$ cat src/rtl/elg_pkg.sv
// elg_pkg: shared types and constants for the escalation ladder gate.
// Function codes, rung constants and the controller/datapath link structs.
// No dependencies.
`timescale 1ns / 1ps

package elg_pkg;

  localparam int RUNG_WIDTH = 2;
  localparam int FUNC_WIDTH = 2;

  typedef logic [RUNG_WIDTH-1:0] rung_t;
  typedef logic [FUNC_WIDTH-1:0] func_t;

  localparam func_t FUNC_DECIDE  = 2'd0;
  localparam func_t FUNC_RESET   = 2'd1;
  localparam func_t FUNC_RESOLVE = 2'd2;

  localparam rung_t RUNG_TOP = 2'd3;

  // Controller -> datapath commands, all single-cycle strobes.
  typedef struct packed {
    logic load_result;
    logic escalate;
    logic clear_episode;
    logic resolve;
  } cmd_t;

  // Datapath -> controller status.
  typedef struct packed {
    logic may_escalate;
  } sts_t;

endpackage

$ cat src/rtl/elg_in_if.sv
// elg_in_if: valid/ready channel carrying one request transaction.
// Depends on elg_pkg for the field types.
`timescale 1ns / 1ps

interface elg_in_if #(
  parameter int COUNT_WIDTH = 16
);
  import elg_pkg::*;

  logic                   valid;
  logic                   ready;
  func_t                  func;
  logic                   deficit_flag;
  logic [COUNT_WIDTH-1:0] blocked_agents;
  rung_t                  current_rung;

  modport source (output valid, func, deficit_flag, blocked_agents, current_rung,
                  input ready);
  modport sink   (input valid, func, deficit_flag, blocked_agents, current_rung,
                  output ready);
endinterface

$ cat src/rtl/elg_out_if.sv
// elg_out_if: valid/ready channel carrying one decision transaction.
// Depends on elg_pkg for the field types.
`timescale 1ns / 1ps

interface elg_out_if;
  import elg_pkg::*;

  logic  valid;
  logic  ready;
  rung_t new_rung;
  logic  escalated;

  modport source (output valid, new_rung, escalated, input ready);
  modport sink   (input valid, new_rung, escalated, output ready);
endinterface

$ cat src/rtl/elg_ctrl.sv
// elg_ctrl: handshake controller for the escalation ladder gate.
// Decodes accepted transactions into datapath commands; owns result valid.
// Depends on elg_pkg.
`timescale 1ns / 1ps

module elg_ctrl (
  input  logic           clk,
  input  logic           rst,
  input  logic           in_valid,
  output logic           in_ready,
  input  elg_pkg::func_t func,
  output logic           out_valid,
  input  logic           out_ready,
  input  elg_pkg::sts_t  sts,
  output elg_pkg::cmd_t  cmd
);
  import elg_pkg::*;

  typedef enum logic {
    S_EMPTY,
    S_FULL
  } state_t;

  state_t state;
  state_t state_next;
  logic   accept;

  assign in_ready  = (state == S_EMPTY) || out_ready;
  assign accept    = in_valid && in_ready;
  assign out_valid = (state == S_FULL);

  always_comb begin
    cmd = '0;
    if (accept) begin
      case (func)
        FUNC_DECIDE: begin
          cmd.load_result = 1'b1;
          cmd.escalate    = sts.may_escalate;
        end
        FUNC_RESET:   cmd.clear_episode = 1'b1;
        FUNC_RESOLVE: cmd.resolve       = 1'b1;
        default:      ;
      endcase
    end
  end

  always_comb begin
    state_next = state;
    if (cmd.load_result) begin
      state_next = S_FULL;
    end else if (out_ready) begin
      state_next = S_EMPTY;
    end
  end

  always_ff @(posedge clk) begin
    if (rst) begin
      state <= S_EMPTY;
    end else begin
      state <= state_next;
    end
  end

endmodule

$ cat src/rtl/elg_dpath.sv
// elg_dpath: episode bookkeeping and result register of the ladder gate.
// Holds signature store, escalation count, pending flag; compares in parallel.
// Depends on elg_pkg; driven by elg_ctrl commands.
`timescale 1ns / 1ps

module elg_dpath #(
  parameter int COUNT_WIDTH     = 16,
  parameter int MAX_ESCALATIONS = 3
) (
  input  logic                   clk,
  input  logic                   rst,
  input  elg_pkg::cmd_t          cmd,
  output elg_pkg::sts_t          sts,
  input  logic                   deficit_flag,
  input  logic [COUNT_WIDTH-1:0] blocked_agents,
  input  elg_pkg::rung_t         current_rung,
  output elg_pkg::rung_t         new_rung,
  output logic                   escalated
);
  import elg_pkg::*;

  localparam int SIG_WIDTH = COUNT_WIDTH + 1;
  localparam int CNT_WIDTH = $clog2(MAX_ESCALATIONS + 1);
  localparam int IDX_WIDTH = (MAX_ESCALATIONS > 1) ? $clog2(MAX_ESCALATIONS) : 1;
  localparam logic [CNT_WIDTH-1:0] CNT_LIMIT = CNT_WIDTH'(MAX_ESCALATIONS);

  logic [SIG_WIDTH-1:0] sig_store [MAX_ESCALATIONS];
  logic [CNT_WIDTH-1:0] esc_count;
  logic                 pending;

  logic [SIG_WIDTH-1:0]       sig;
  logic [MAX_ESCALATIONS-1:0] hit;
  logic                       seen;
  logic                       trigger;
  logic                       at_limit;
  rung_t                      rung_up;

  assign sig     = {blocked_agents, deficit_flag};
  assign trigger = deficit_flag || (blocked_agents != '0);
  assign at_limit = (esc_count >= CNT_LIMIT);

  // Entry i is live only once escalation number i has written it.
  always_comb begin
    for (int i = 0; i < MAX_ESCALATIONS; i++) begin
      hit[i] = (CNT_WIDTH'(i) < esc_count) && (sig_store[i] == sig);
    end
  end

  assign seen = |hit;
  assign sts.may_escalate = trigger && !pending && !seen && !at_limit;
  assign rung_up = (current_rung == RUNG_TOP) ? RUNG_TOP : current_rung + rung_t'(1);

  always_ff @(posedge clk) begin
    if (rst) begin
      esc_count <= '0;
      pending   <= 1'b0;
    end else begin
      if (cmd.clear_episode) begin
        esc_count <= '0;
        pending   <= 1'b0;
      end else if (cmd.resolve) begin
        pending <= 1'b0;
      end else if (cmd.escalate) begin
        esc_count <= esc_count + CNT_WIDTH'(1);
        pending   <= 1'b1;
      end
    end
  end

  always_ff @(posedge clk) begin
    if (cmd.escalate) begin
      sig_store[esc_count[IDX_WIDTH-1:0]] <= sig;
    end
  end

  always_ff @(posedge clk) begin
    if (cmd.load_result) begin
      new_rung  <= cmd.escalate ? rung_up : current_rung;
      escalated <= cmd.escalate;
    end
  end

endmodule

$ cat src/rtl/escalation_ladder_gate.sv
// escalation_ladder_gate: top level of the recovery ladder escalation gate.
// Joins elg_ctrl and elg_dpath; channels use elg_in_if and elg_out_if.
//
// Usage:
//   cmd carries one transaction per item: func (decide, reset episode,
//   resolve), deficit_flag, blocked_agents and current_rung.
//   res carries one decision (new_rung, escalated) per accepted decide
//   transaction; reset-episode, resolve and the unused code give none.
//   A decide's result is registered on acceptance and shows on res from the
//   cycle after it. One transaction is taken per cycle while cmd.ready is
//   high; signature compares, count and pending update settle on acceptance.
//   A single output register parts the channels: cmd.ready stays high while
//   that register is empty or being taken, so a stalled receiver holds the
//   result and backs up cmd only while the register is full.
//   Reset (rst, synchronous) empties the output register and clears the
//   escalation count and pending flag; stored signatures need no clearing
//   since an entry is only compared once the count covers it.
`timescale 1ns / 1ps

module escalation_ladder_gate #(
  parameter int COUNT_WIDTH     = 16,
  parameter int MAX_ESCALATIONS = 3
) (
  input logic      clk,
  input logic      rst,
  elg_in_if.sink   cmd,
  elg_out_if.source res
);
  import elg_pkg::*;

  cmd_t link_cmd;
  sts_t link_sts;

  elg_ctrl u_ctrl (
    .clk       (clk),
    .rst       (rst),
    .in_valid  (cmd.valid),
    .in_ready  (cmd.ready),
    .func      (cmd.func),
    .out_valid (res.valid),
    .out_ready (res.ready),
    .sts       (link_sts),
    .cmd       (link_cmd)
  );

  elg_dpath #(
    .COUNT_WIDTH     (COUNT_WIDTH),
    .MAX_ESCALATIONS (MAX_ESCALATIONS)
  ) u_dpath (
    .clk            (clk),
    .rst            (rst),
    .cmd            (link_cmd),
    .sts            (link_sts),
    .deficit_flag   (cmd.deficit_flag),
    .blocked_agents (cmd.blocked_agents),
    .current_rung   (cmd.current_rung),
    .new_rung       (res.new_rung),
    .escalated      (res.escalated)
  );

endmodule

$ cat src/flat_wrapper.sv
// flat-port wrapper written by rule: the top's interface ports become plain ports
module escalation_ladder_gate_flat import elg_pkg::*;
#(
  parameter int COUNT_WIDTH     = 16,
  parameter int MAX_ESCALATIONS = 3
)
  (clk, rst, cmd_valid, cmd_func, cmd_deficit_flag, cmd_blocked_agents, cmd_current_rung, cmd_ready, res_valid, res_new_rung, res_escalated, res_ready);
  elg_in_if #(.COUNT_WIDTH(COUNT_WIDTH)) cmd_i ();
  elg_out_if res_i ();
  input logic clk;
  input logic rst;
  input wire logic [$bits(cmd_i.valid)-1:0] cmd_valid;
  input wire logic [$bits(cmd_i.func)-1:0] cmd_func;
  input wire logic [$bits(cmd_i.deficit_flag)-1:0] cmd_deficit_flag;
  input wire logic [$bits(cmd_i.blocked_agents)-1:0] cmd_blocked_agents;
  input wire logic [$bits(cmd_i.current_rung)-1:0] cmd_current_rung;
  output wire logic [$bits(cmd_i.ready)-1:0] cmd_ready;
  output wire logic [$bits(res_i.valid)-1:0] res_valid;
  output wire logic [$bits(res_i.new_rung)-1:0] res_new_rung;
  output wire logic [$bits(res_i.escalated)-1:0] res_escalated;
  input wire logic [$bits(res_i.ready)-1:0] res_ready;
  assign cmd_i.valid = cmd_valid;
  assign cmd_i.func = cmd_func;
  assign cmd_i.deficit_flag = cmd_deficit_flag;
  assign cmd_i.blocked_agents = cmd_blocked_agents;
  assign cmd_i.current_rung = cmd_current_rung;
  assign cmd_ready = cmd_i.ready;
  assign res_valid = res_i.valid;
  assign res_new_rung = res_i.new_rung;
  assign res_escalated = res_i.escalated;
  assign res_i.ready = res_ready;
  escalation_ladder_gate #(.COUNT_WIDTH(COUNT_WIDTH), .MAX_ESCALATIONS(MAX_ESCALATIONS)) u_core (.clk(clk), .rst(rst), .cmd(cmd_i), .res(res_i));
endmodule
$ cat config.mk
export PLATFORM = sky130hd
export DESIGN_NAME = escalation_ladder_gate_flat
export DESIGN_NICKNAME = d
export VERILOG_FILES = /design/src/rtl/elg_pkg.sv /design/src/rtl/elg_in_if.sv /design/src/rtl/elg_out_if.sv /design/src/rtl/elg_ctrl.sv /design/src/rtl/elg_dpath.sv /design/src/rtl/escalation_ladder_gate.sv /design/src/flat_wrapper.sv
export SDC_FILE = /design/constraint.sdc
export NUM_CORES = 1
export LEC_CHECK = 0
export BUFFER_PORTS_ARGS = -buffer_cell sky130_fd_sc_hd__buf_2
export CAP_MARGIN = 20
export CORE_MARGIN = 4
export CORE_UTILIZATION = 50
export DETAILED_ROUTE_END_ITERATION = 8
export PLACE_DENSITY = 0.72
export SLEW_MARGIN = 20
export SYNTH_ARGS = -nofsm -noshare
export SYNTH_HDL_FRONTEND = slang
export SYNTH_SLANG_ARGS = --single-unit
$ cat constraint.sdc
create_clock -name clk -period 2.8 [get_ports clk]
set_input_delay 0.28 -clock clk [delete_from_list [all_inputs] [get_ports clk]]
set_output_delay 0.28 -clock clk [all_outputs]
set_load 0.005 [all_outputs]
==> flow_summary.toml <==
[cts]
insertion_delay_ns = 0.35
cts.htree.levels = 2
cts_tree = "yes"
clock_sinks = 41
cts_resized = 0
cts_buffers = 5
clk_pin_slew_ns = 0.11
cts-root-buf = "clkbuf_4"
cts_hold_buf = 0
post-cts-setup-buffers = 0
clockBufferDepth = 2

[setup_path]
end_kind = "flip-flop"
setup.worst_path.end = "u_core.u_dpath.sig_store[1][14]"
rr_startpoint = "u_core.u_ctrl.out_valid"
critical_path_depth = 6
critPathKind = "flip-flop to flip-flop"
crit_path_start_kind = "flip-flop"
path_buf_inv = 0
slowest_delay_ns = 0.52
ff2ff_setup_slack_ns = 0.57
path_max_fanout = 17
cp.required_ns = 2.81
critPathTopFamily = "simple AND/OR/NAND/NOR gates"
critPathLaunch = "u_core.u_ctrl.out_valid"
cpMaxStageDelayCell = "and2_2"
reg2reg_depth = 6
path_cells = "nand2b_2 -> nand4b_1 -> nor3_1 -> o41ai_1 -> nor3_2 -> and2_2"
regToRegEndpoint = "u_core.u_dpath.sig_store[1][14]"
worstPathArrival_ns = 2.24

[sta]
grt_setup_unrepaired = "no"
worst_pin_slew_ns = 0.509
skew_ns = 0.00882
hold_viol_final = 0
fmaxAchievable_mhz = 448
layout_min_cycle_time_ns = 2.23
tns_ns = 0
fin_crit_sh_pct = 79.7
setup_viol = 0
drv_slew = 0
relSlewSlack_pct = 65.9

[global_routing]
grt_pass1_wl_mm = 5.35
grt_use_total_pct = 16.5
grt_max_degree = 18
grt_pass1_vias = 1081
overflow = 0
antenna_found_initial = 0

[cells_and_area]
drive_above_1_share_pct = 26.1
syn_to_final_growth_pct = 14.0
layout_commonest_cell = "edfxtp_1"
mostFrequentLayoutCells = "37 x edfxtp_1, 29 x buf_2, 27 x xor2_1"
fill_cells = 281
finalNetCount = 184
final_cells = 203
n_antenna_cell = 0

[power]
cellPowerDensity_nw_per_um2 = 510
ir_worst_vdd_mv = 0.284
p_leak_nw = 0.742
fin_total_pwr_mw = 1.05

[drt]
route.vias.total = 1062
dr.pass1.iters = 4
drt_iter0_drc = 72
avgViaCountPerCell = 5.23
routed_wl_mm = 3.26
routedWlPerCell_um = 16.1
drc = 0
drtAntennaViolNets = 0

[placed_design]
placed_cells = 195
gp_congestion = 0.769
dpl.hpwl_mm = 2.47
io_buffers = 29

[logic_synthesis]
synth_area_um2 = 1800
yosysUniqueCellTypes = 25
yosysSeqAreaShare_pct = 66.2
yosysWarnings = 0
syn_nets = 148
ys_seq_elements = 41
syn_area_per_cell_um2 = 15.0
synthCells = 120

[floorplanning]
core_area_um2 = 3420
ios = 30
initial_core_util_pct = 52.7
dieArea_um2 = 4620
chipWidth_um = 68.0
die_h_um = 68.0
rows = 21

[worst_hold_path]
holdCritPathClass = "primary input to flip-flop"
worstHoldStart = "rst"

[run]
drv_cap = 0

[status]
outcome = "completed"
logic make-up (layout without fill, tap and decap cells):
kind of cell               count (synthesis)  in the layout  share of synthesized area, %
buffers and inverters                      4             41                         0.834
xor gates and xnor gates                  35             35                          17.0
muxes                                      3              3                          1.95
and+or+nand+nor                           28             28                          9.45
AOI/OAI and AO/OA                          6              6                          2.50
DFF                                       41             41                          66.2
adders and majority gates                  3              3                          2.09
per-stage QoR:
step	area, µm²	utilization (%)	hold WS [ns]	setup WS [ns]
after global routing	2050	60.1	0.0986	0.323
after global placement	2000	58.6	0.461	0.537
after detailed placement	2000	58.6	0.468	0.474
after CTS	2050	60.1	0.0988	0.551
after floorplan	1800	-	0.349	0.861
final	2050	60.1	0.124	0.569
cells in the mapped netlist:
master    instances  share of area (%)
nor4_1           11                3.8
a21oi_1           1               0.28
mux2_4            1               0.83
nand4_1           3                1.0
nand2b_2          1               0.49
nand4b_1          1               0.49
a41oi_1           1               0.49
nand3_1           2               0.56
nand2b_1          1               0.35
dfxtp_1           4                4.4
o21a_1            1               0.42
xor2_1           27                 13
a31oi_1           1               0.35
nor2_1            1               0.21
nand2_1           4               0.83
xnor2_1           8                3.9
edfxtp_1         37                 62
and2_2            2               0.83
inv_1             4               0.83
nor3_1            1               0.28
ha_1              3                2.1
a21o_2            1               0.49
mux2i_1           2                1.1
o41ai_1           1               0.49
nor3_2            1               0.56
area by class of cell:
class	instances	area (µm²)	area share, %
clock buffers	5	37.5	1.83
clock inverters	3	12.5	0.609
inverters	4	15.0	0.731
multi-input cells	75	594	28.9
flip-flops and latches	41	1190	58.0
well taps	46	57.6	2.80
repair buffers	29	145	7.07
worst min path at each step:
stage | endpoint | cells after the start
6_report | u_core.u_ctrl.out_valid | 2
5_1_grt | u_core.u_ctrl.out_valid | 2
4_1_cts | u_core.u_ctrl.out_valid | 2
3_5_place_dp | u_core.u_dpath.pending | 1
3_3_place_gp | u_core.u_dpath.pending | 1
2_1_floorplan | u_core.u_ctrl.out_valid | 1
routing by layer:
metal / vias to the layer above / wire length (µm) / global-route usage, %
li1: 523 / - / -
met1: 509 / 1460 / 21.9
met2: 23 / 1590 / 25.0
met3: 7 / 163 / 5.75
met4: 0 / 46 / 5.96
met5: - / 0 / 0
state kept, by name (all words and copies together), names as in the netlist:
name,cells
u_core.u_dpath.sig_store,34
u_core.u_dpath.esc_count,2
u_core.u_dpath.new_rung,2
u_core.u_ctrl.out_valid,1
u_core.u_dpath.escalated,1
u_core.u_dpath.pending,1
power by group:
| group | switching, mW | total [mW] | internal [mW] |
|---|---|---|---|
| clock | 0.177 | 0.268 | 0.0908 |
| sequential | 0.00563 | 0.686 | 0.680 |
| combinational | 0.0536 | 0.0930 | 0.0394 |
Note: power is estimated with default switching activity, not from simulation.
